## src/hdl/elp_pkg.sv

```systemverilog
// shared types, widths and helper functions for the erlang loss probability block
package elp_pkg;

  localparam int CHAN_W  = 5;
  localparam int ALPHA_W = 20;
  localparam int TERM_W  = 40;
  localparam int OUT_W   = 17;

  localparam logic [TERM_W-1:0] WIDE_MAX = '1;
  localparam logic [OUT_W-1:0]  OUT_MAX  = '1;

  typedef enum logic [3:0] {
    ST_IDLE,
    ST_CHECK,
    ST_MUL,
    ST_TLOAD,
    ST_TDIV,
    ST_ACC,
    ST_FDIV,
    ST_BLOAD,
    ST_BMUL,
    ST_OUT
  } elp_state_e;

  typedef struct packed {
    logic load_item;
    logic mul_load_alpha;
    logic mul_load_p0;
    logic mul_step;
    logic div_load_term;
    logic div_load_final;
    logic div_step;
    logic acc_update;
    logic out_load;
  } elp_cmd_t;

  typedef struct packed {
    logic k_over_n;
  } elp_sts_t;

  // multiplier operand width: wide enough for alpha and for p0, rounded up to even
  function automatic int mul_w(input int frac);
    int w;
    begin
      w = (frac + 1 > ALPHA_W) ? frac + 1 : ALPHA_W;
      return w + (w % 2);
    end
  endfunction

  // quotient bits kept by the divider
  function automatic int quot_w(input int frac);
    begin
      return TERM_W + ALPHA_W - frac;
    end
  endfunction

endpackage

```

## src/hdl/elp_ctrl.sv

```systemverilog
// sequencer for the term loop, the reciprocal and the final multiply
module elp_ctrl #(
  parameter int FRAC_BITS = 16
) (
  input  logic              clk_i,
  input  logic              rst_ni,
  input  logic              in_valid_i,
  output logic              in_stall_o,
  output logic              out_valid_o,
  input  logic              out_stall_i,
  input  elp_pkg::elp_sts_t sts_i,
  output elp_pkg::elp_cmd_t cmd_o
);
  import elp_pkg::*;

  localparam int MUL_STEPS = mul_w(FRAC_BITS) / 2;
  localparam int QW        = quot_w(FRAC_BITS);
  localparam int CNT_W     = $clog2(QW);

  elp_state_e       state_q, state_d;
  logic [CNT_W-1:0] cnt_q, cnt_d;
  logic             out_valid_q, out_valid_d;
  logic             out_free;

  assign out_free    = !out_valid_q || !out_stall_i;
  assign in_stall_o  = (state_q != ST_IDLE);
  assign out_valid_o = out_valid_q;

  always_comb begin
    state_d = state_q;
    unique case (state_q)
      ST_IDLE:  if (in_valid_i) state_d = ST_CHECK;
      ST_CHECK: state_d = sts_i.k_over_n ? ST_FDIV : ST_MUL;
      ST_MUL:   if (cnt_q == CNT_W'(MUL_STEPS - 1)) state_d = ST_TLOAD;
      ST_TLOAD: state_d = ST_TDIV;
      ST_TDIV:  if (cnt_q == CNT_W'(QW - 1)) state_d = ST_ACC;
      ST_ACC:   state_d = ST_CHECK;
      ST_FDIV:  if (cnt_q == CNT_W'(FRAC_BITS)) state_d = ST_BLOAD;
      ST_BLOAD: state_d = ST_BMUL;
      ST_BMUL:  if (cnt_q == CNT_W'(MUL_STEPS - 1)) state_d = ST_OUT;
      ST_OUT:   if (out_free) state_d = ST_IDLE;
      default:  state_d = ST_IDLE;
    endcase
  end

  always_comb begin
    cmd_o = '0;
    unique case (state_q)
      ST_IDLE:  cmd_o.load_item = in_valid_i;
      ST_CHECK: begin
        cmd_o.div_load_final = sts_i.k_over_n;
        cmd_o.mul_load_alpha = !sts_i.k_over_n;
      end
      ST_MUL:   cmd_o.mul_step = 1'b1;
      ST_TLOAD: cmd_o.div_load_term = 1'b1;
      ST_TDIV:  cmd_o.div_step = 1'b1;
      ST_ACC:   cmd_o.acc_update = 1'b1;
      ST_FDIV:  cmd_o.div_step = 1'b1;
      ST_BLOAD: cmd_o.mul_load_p0 = 1'b1;
      ST_BMUL:  cmd_o.mul_step = 1'b1;
      ST_OUT:   cmd_o.out_load = out_free;
      default:  cmd_o = '0;
    endcase
  end

  always_comb begin
    if (state_d != state_q) begin
      cnt_d = '0;
    end else if (state_q == ST_MUL || state_q == ST_TDIV || state_q == ST_FDIV ||
                 state_q == ST_BMUL) begin
      cnt_d = cnt_q + CNT_W'(1);
    end else begin
      cnt_d = cnt_q;
    end
  end

  // result register empties on a transfer and refills from the datapath
  always_comb begin
    if (cmd_o.out_load) begin
      out_valid_d = 1'b1;
    end else begin
      out_valid_d = out_valid_q && out_stall_i;
    end
  end

  always_ff @(posedge clk_i or negedge rst_ni) begin
    if (!rst_ni) begin
      state_q     <= ST_IDLE;
      cnt_q       <= '0;
      out_valid_q <= 1'b0;
    end else begin
      state_q     <= state_d;
      cnt_q       <= cnt_d;
      out_valid_q <= out_valid_d;
    end
  end

endmodule

```

## src/hdl/elp_dpath.sv

```systemverilog
// datapath: running term and sum, radix-4 serial multiplier, restoring divider
module elp_dpath #(
  parameter int MAX_CHANNELS = 16,
  parameter int FRAC_BITS    = 16
) (
  input  logic                         clk_i,
  input  logic                         rst_ni,
  input  elp_pkg::elp_cmd_t            cmd_i,
  output elp_pkg::elp_sts_t            sts_o,
  input  logic [elp_pkg::CHAN_W-1:0]   channels_i,
  input  logic [elp_pkg::ALPHA_W-1:0]  offered_load_i,
  output logic [elp_pkg::OUT_W-1:0]    idle_probability_o,
  output logic [elp_pkg::OUT_W-1:0]    block_probability_o
);
  import elp_pkg::*;

  localparam int MUL_W  = mul_w(FRAC_BITS);
  localparam int P_W    = TERM_W + 2 + MUL_W;
  localparam int PROD_W = TERM_W + ALPHA_W;
  localparam int QW     = quot_w(FRAC_BITS);
  localparam int N_W    = $clog2(MAX_CHANNELS + 1);
  localparam int K_W    = $clog2(MAX_CHANNELS + 2);

  logic [N_W-1:0]     n_q, n_d;
  logic [K_W-1:0]     k_q, k_d;
  logic [ALPHA_W-1:0] alpha_q, alpha_d;
  logic [TERM_W-1:0]  term_q, term_d;
  logic [TERM_W-1:0]  sum_q, sum_d;
  logic [TERM_W+1:0]  term3_q, term3_d;
  logic [P_W-1:0]     prod_q, prod_d;
  logic [TERM_W-1:0]  rem_q, rem_d;
  logic [QW-1:0]      quot_q, quot_d;
  logic [TERM_W-1:0]  dvsr_q, dvsr_d;
  logic [OUT_W-1:0]   idle_q, idle_d;
  logic [OUT_W-1:0]   blk_q, blk_d;

  logic [CHAN_W:0]    chan_ext;
  logic [TERM_W+1:0]  addend;
  logic [TERM_W+1:0]  hi_sum;
  logic [TERM_W:0]    trial;
  logic [TERM_W:0]    diff;
  logic               fits;
  logic [TERM_W-1:0]  q_sat;
  logic [TERM_W:0]    sum_ext;
  logic [FRAC_BITS:0] p0;
  logic [63:0]        blk_wide;

  assign chan_ext     = {1'b0, channels_i};
  assign sts_o.k_over_n = (k_q > K_W'(n_q));

  // two multiplier bits per cycle, accumulator shifts right
  always_comb begin
    case (prod_q[1:0])
      2'd0:    addend = '0;
      2'd1:    addend = {2'b00, term_q};
      2'd2:    addend = {1'b0, term_q, 1'b0};
      default: addend = term3_q;
    endcase
  end
  assign hi_sum = prod_q[P_W-1:MUL_W] + addend;

  // one quotient bit per cycle
  assign trial = {rem_q, quot_q[QW-1]};
  assign diff  = trial - {1'b0, dvsr_q};
  assign fits  = (trial >= {1'b0, dvsr_q});

  assign q_sat   = (64'(quot_q) > 64'(WIDE_MAX)) ? WIDE_MAX : TERM_W'(quot_q);
  assign sum_ext = {1'b0, sum_q} + {1'b0, q_sat};

  assign p0       = quot_q[FRAC_BITS:0];
  assign blk_wide = 64'(prod_q[TERM_W+MUL_W-1:FRAC_BITS]);

  always_comb begin
    n_d     = n_q;
    k_d     = k_q;
    alpha_d = alpha_q;
    term_d  = term_q;
    sum_d   = sum_q;
    if (cmd_i.load_item) begin
      if (chan_ext > (CHAN_W+1)'(MAX_CHANNELS)) begin
        n_d = N_W'(MAX_CHANNELS);
      end else begin
        n_d = N_W'(channels_i);
      end
      k_d     = K_W'(1);
      alpha_d = offered_load_i;
      term_d  = TERM_W'(1) << FRAC_BITS;
      sum_d   = TERM_W'(1) << FRAC_BITS;
    end else if (cmd_i.acc_update) begin
      k_d    = k_q + K_W'(1);
      term_d = q_sat;
      sum_d  = sum_ext[TERM_W] ? WIDE_MAX : sum_ext[TERM_W-1:0];
    end
  end

  always_comb begin
    prod_d  = prod_q;
    term3_d = term3_q;
    if (cmd_i.mul_load_alpha || cmd_i.mul_load_p0) begin
      term3_d = {2'b00, term_q} + {1'b0, term_q, 1'b0};
      prod_d  = cmd_i.mul_load_alpha ? P_W'(alpha_q) : P_W'(p0);
    end else if (cmd_i.mul_step) begin
      prod_d = {2'b00, hi_sum, prod_q[MUL_W-1:2]};
    end
  end

  always_comb begin
    rem_d  = rem_q;
    quot_d = quot_q;
    dvsr_d = dvsr_q;
    if (cmd_i.div_load_term) begin
      // divide by k * 2^F: the top F bits of the product seed the remainder
      rem_d  = TERM_W'(prod_q[PROD_W-1:QW]);
      quot_d = prod_q[QW-1:0];
      dvsr_d = TERM_W'(k_q) << FRAC_BITS;
    end else if (cmd_i.div_load_final) begin
      // 2^(2F) / sum with only the low F+1 quotient bits live
      rem_d  = TERM_W'(1) << (FRAC_BITS - 1);
      quot_d = '0;
      dvsr_d = sum_q;
    end else if (cmd_i.div_step) begin
      rem_d  = fits ? diff[TERM_W-1:0] : trial[TERM_W-1:0];
      quot_d = {quot_q[QW-2:0], fits};
    end
  end

  always_comb begin
    idle_d = idle_q;
    blk_d  = blk_q;
    if (cmd_i.out_load) begin
      idle_d = (64'(p0) > 64'(OUT_MAX)) ? OUT_MAX : OUT_W'(p0);
      blk_d  = (blk_wide > 64'(OUT_MAX)) ? OUT_MAX : OUT_W'(blk_wide);
    end
  end

  always_ff @(posedge clk_i or negedge rst_ni) begin
    if (!rst_ni) begin
      n_q    <= '0;
      k_q    <= '0;
      term_q <= '0;
      sum_q  <= '0;
    end else begin
      n_q    <= n_d;
      k_q    <= k_d;
      term_q <= term_d;
      sum_q  <= sum_d;
    end
  end

  always_ff @(posedge clk_i) begin
    alpha_q <= alpha_d;
    term3_q <= term3_d;
    prod_q  <= prod_d;
    rem_q   <= rem_d;
    quot_q  <= quot_d;
    dvsr_q  <= dvsr_d;
    idle_q  <= idle_d;
    blk_q   <= blk_d;
  end

  assign idle_probability_o  = idle_q;
  assign block_probability_o = blk_q;

endmodule

```

## src/hdl/erlang_loss_probability.sv

```systemverilog
// Erlang B loss probability: idle probability P0 = 1/S and blocking probability
// P0 * alpha^n/n!, where S sums alpha^k/k! for k = 0..n and each term comes from the
// previous one as term*alpha/k, all with truncating fixed point (FRAC_BITS fraction
// bits, 40-bit term and sum that saturate, n clamped to MAX_CHANNELS). One item is in
// flight at a time. Each term passes through the radix-4 shift-add multiplier over MUL_W
// operand bits (MUL_W = larger of 20 and FRAC_BITS+1, made even), the one-bit-per-cycle
// restoring divider for 60-FRAC_BITS quotient bits and the check, load and accumulate
// states; the reciprocal keeps FRAC_BITS+1 divider quotient bits and the final product
// takes another multiplier pass. A finished result waits in an output register, and
// the next item is taken once the sequencer is back in idle.
module erlang_loss_probability #(
  parameter int MAX_CHANNELS = 16,
  parameter int FRAC_BITS    = 16
) (
  input  logic                         clk_i,
  input  logic                         rst_ni,
  input  logic                         in_valid_i,
  output logic                         in_stall_o,
  input  logic [elp_pkg::CHAN_W-1:0]   channels_i,
  input  logic [elp_pkg::ALPHA_W-1:0]  offered_load_i,
  output logic                         out_valid_o,
  input  logic                         out_stall_i,
  output logic [elp_pkg::OUT_W-1:0]    idle_probability_o,
  output logic [elp_pkg::OUT_W-1:0]    block_probability_o
);
  import elp_pkg::*;

  elp_cmd_t cmd;
  elp_sts_t sts;

  elp_ctrl #(
    .FRAC_BITS (FRAC_BITS)
  ) u_ctrl (
    .clk_i       (clk_i),
    .rst_ni      (rst_ni),
    .in_valid_i  (in_valid_i),
    .in_stall_o  (in_stall_o),
    .out_valid_o (out_valid_o),
    .out_stall_i (out_stall_i),
    .sts_i       (sts),
    .cmd_o       (cmd)
  );

  elp_dpath #(
    .MAX_CHANNELS (MAX_CHANNELS),
    .FRAC_BITS    (FRAC_BITS)
  ) u_dpath (
    .clk_i               (clk_i),
    .rst_ni              (rst_ni),
    .cmd_i               (cmd),
    .sts_o               (sts),
    .channels_i          (channels_i),
    .offered_load_i      (offered_load_i),
    .idle_probability_o  (idle_probability_o),
    .block_probability_o (block_probability_o)
  );

endmodule

```

## config.mk

```make
export PLATFORM = sky130hd
export DESIGN_NAME = erlang_loss_probability
export DESIGN_NICKNAME = d
export VERILOG_FILES = /design/src/hdl/elp_pkg.sv /design/src/hdl/elp_ctrl.sv /design/src/hdl/elp_dpath.sv /design/src/hdl/erlang_loss_probability.sv
export SDC_FILE = /design/constraint.sdc
export NUM_CORES = 1
export LEC_CHECK = 0
export BUFFER_PORTS_ARGS = -buffer_cell sky130_fd_sc_hd__buf_2
export CAP_MARGIN = 0
export CORE_MARGIN = 4
export CORE_UTILIZATION = 38
export DETAILED_ROUTE_END_ITERATION = 12
export HOLD_SLACK_MARGIN = 0.12
export PLACE_DENSITY_LB_ADDON = 0.3
export RECOVER_POWER = 25
export SLEW_MARGIN = 10
export SYNTH_ARGS = -nofsm -noshare
export SYNTH_HDL_FRONTEND = slang
export SYNTH_HIERARCHICAL = 1
export SYNTH_SLANG_ARGS = --single-unit
```

## constraint.sdc

```tcl
create_clock -name clk_i -period 5.2 [get_ports clk_i]
set_input_delay 0.26 -clock clk_i [delete_from_list [all_inputs] [get_ports clk_i]]
set_output_delay 0.26 -clock clk_i [all_outputs]
set_load 0.1 [all_outputs]
```

==> out/results.txt <==
routed wire length: 69100 um
Num CTS Buffers: 45
async set-reset flop share out of synthesis: 26.5%
Die Span X: 264 um
DR iter-0 viols: 1687
Worst Max-Slew Pin Slew: 3.04 ns
Avg WL per Cell: 19.2 um
first-pass GRT wire length: 110000 um
CTS Buffer Depth: 3
Post-CTS Setup Repair Bufs: 0
Synthesis Warnings: 6
core area: 64700 um^2
Initial Util: 38.5%
number of global-route vias before repair: 19900
Critical Path AT: 5.12 ns
Num Clock Sinks: 381
critical path type: reg2reg
area grow syn2layout: 11.7%
synthesized area per cell: 9.33 um^2
Fin. Hold Viols: 0
Skew-Pair Late Insertion Delay: 0.59 ns
post-synthesis mux area share: 4.15%
Synth Area in Adders: 8.90%
io pins: 65
Routed Antenna Nets: 0
Rows: 93
post-synthesis compound-gate area fraction: 20.2%
Setup crit end kind: flop
Nets: 2907
Root Driver: clkbuf_16
HPWL Detailed: 50300 um
Slew HR: -103%
Syn Nets: 2878
fmax: 215 MHz
Area contributors post-synth: edfxtp_1 27%, dfrtp_1 10%, ha_1 8.6%
Slew Limit Fails: 84
Netlist cell types: 84
synthesis-stage register bit count: 381
total grt overflow: 0
min-delay worst type: in2reg
Yosys top cell area share: 26.6%
antenna violations before repair: 0
drt via density: 5.65
Final Util: 43.0%
die area: 69800 um^2
share of cells above drive strength 1: 7.23%
total track usage: 19.3%
XOR/XNOR Fraction of Synth Area: 4.88%
Setup-failing EPs final: 0
Seq/Total Area, Yosys: 41.5%
max_cap viols: 2
Die Ht: 264 um
H-tree depth: 2
number of synthesized flops with an enable pin: 221
CP required: 5.67 ns
CTS tree: yes
IO buf count: 64
gate count after technology mapping: 2674
failing checks: max-capacitance violations, max-slew violations
largest family of logic cells by synthesized area: compound AO/OA/AOI/OAI gates
RD Place Congestion: 0.954
# DRC: 0
largest net degree at the start of global routing: 146
setup TNS: 0 ns
min cycle time layout: 4.66 ns
CTS clk-pin slew, worst paths: 0.06 ns
Vias: 20300
fin crit share: 89.6%
top_reg_cell synth: edfxtp_1
RSZ-0062 raised after global routing: false
Worst Setup Start Kind: flop
Mapped Area: 24900 um^2
run status: complete, but fails checks
Worst Skew: 0.0207 ns
critical path peak fanout: 39
post-synth top area cell: edfxtp_1
total iterations of the first detailed-routing run: 6
simple-gate share of the synthesized area: 15.9%
## path summary, 6_finish.rpt
| path | to | start | depth (start not counted) | slack, ns |
|---|---|---|---|---|
| setup / recovery | u_dpath/sum_q[16] | u_dpath/quot_q[43] | 18 | 0.54 |
| hold / removal | u_ctrl/state_q[0] | in_valid_i | 5 | 0.23 |
| setup reg to reg | u_dpath/sum_q[16] | u_dpath/quot_q[43] | 18 | 0.54 |
| hold reg to reg | u_dpath/rem_q[21] | u_dpath/rem_q[20] | 2 | 0.49 |
| max in group asynchronous | u_dpath/term_q[37] | rst_ni | 3 | 1.26 |
| min in group asynchronous | u_ctrl/out_valid_o | rst_ni | 2 | 1.23 |
## registers in the layout, indices dropped and copies added (netlist names), 6 cells and up
signal	cells
u_ctrl/cnt_q	6
u_dpath/alpha_q	20
u_dpath/block_probability_o	17
u_dpath/dvsr_q	40
u_dpath/idle_probability_o	17
u_dpath/prod_q	60
u_dpath/quot_q	44
u_dpath/rem_q	40
u_dpath/sum_q	40
u_dpath/term3_q	42
u_dpath/term_q	40
## Yosys cell counts, types with 19 or more instances
master and n:
nand2b_1 75, xor2_1 59, nand3_1 50, a21o_1 72, mux2i_1 63, edfxtp_1 221, o21bai_1 19, ha_1 171
dfrtp_1 101, xnor2_1 80, nor2b_1 21, a211oi_1 89, inv_1 146, nand2_1 213, nor2_1 286, a31oi_1 35
clkbuf_1 103, or3_1 23, dfxtp_1 59, a22o_1 48, nand4_1 31, mux2_2 36, a21oi_1 169, o21ai_0 184
nor3_1 48
## final cells by class
type	instances	area, um^2
Fill cell	6337	36800
Multi-Input combinational cell	2012	13500
Sequential cell	381	10300
Clock buffer	52	1190
Tap cell	855	1070
Timing Repair Buffer	117	769
Inverter	146	548
Clock inverter	32	384
Antenna cell	1	2.50
## through the flow
step	instances	cell area (um^2)	hold slack, ns	worst slack (ns)
after global placement	3483	26100	0.342	0.602
after global routing	3595	27800	0.214	0.185
after floorplan	2674	24900	-0.0356	1.04
after detailed placement	3483	26100	0.353	0.601
after CTS	3595	27900	0.166	0.585
final	3596	27800	0.225	0.542
## critical path, stage by stage (launching register included)
cell and delay (ns):
edfxtp_1 0.43, or4_1 0.54, buf_4 0.28, nor2_1 0.17, inv_1 0.07, ha_1 0.19, inv_1 0.07, fa_1 0.19
nand2b_1 0.14, a21oi_1 0.11, o21ai_0 0.34, a2111oi_0 0.18, or2_1 0.34, a221o_1 0.38, a21o_1 0.21, o41ai_4 0.19
buf_4 0.44, o2bb2ai_1 0.17, nand2b_1 0.07
## timing repair
action | CTS | global route
resized for setup | 0 | 0
hold buffers | 28 | 0
endpoints found under the hold margin | 74 | 0
## per-layer routing
layer  GRT usage (%)  wire [um]
met5               0          0
met4            7.30       2710
met1            26.5      31200
met3            2.64       3670
met2            31.0      31600
## kinds of logic (layout without fill, tap and decap cells)
family,after synthesis,in the layout
AOI/OAI and AO/OA,758,758
buffers and inverters,281,347
DFF,381,381
and+or+nand+nor,841,841
xor gates and xnor gates,139,139
adders and majority gates,175,175
other,0,1
muxes,99,99
## layout by cell type, fill, tap and decap left out, types with 48 or more instances in the layout
cell type,synthesis,routed
nand2_1,213,212
nand3_1,50,50
a21oi_1,169,169
ha_1,171,171
nand2b_1,75,75
edfxtp_1,221,221
dfxtp_1,59,59
inv_1,146,145
a211oi_1,89,89
a22o_1,48,48
xnor2_1,80,80
nor2_1,286,282
mux2i_1,63,63
o21ai_0,184,184
xor2_1,59,59
dfrtp_1,101,101
a21o_1,72,72
Power is not shown: default switching activity piles up to over one toggle a cycle in this logic, so the estimate is an artifact.
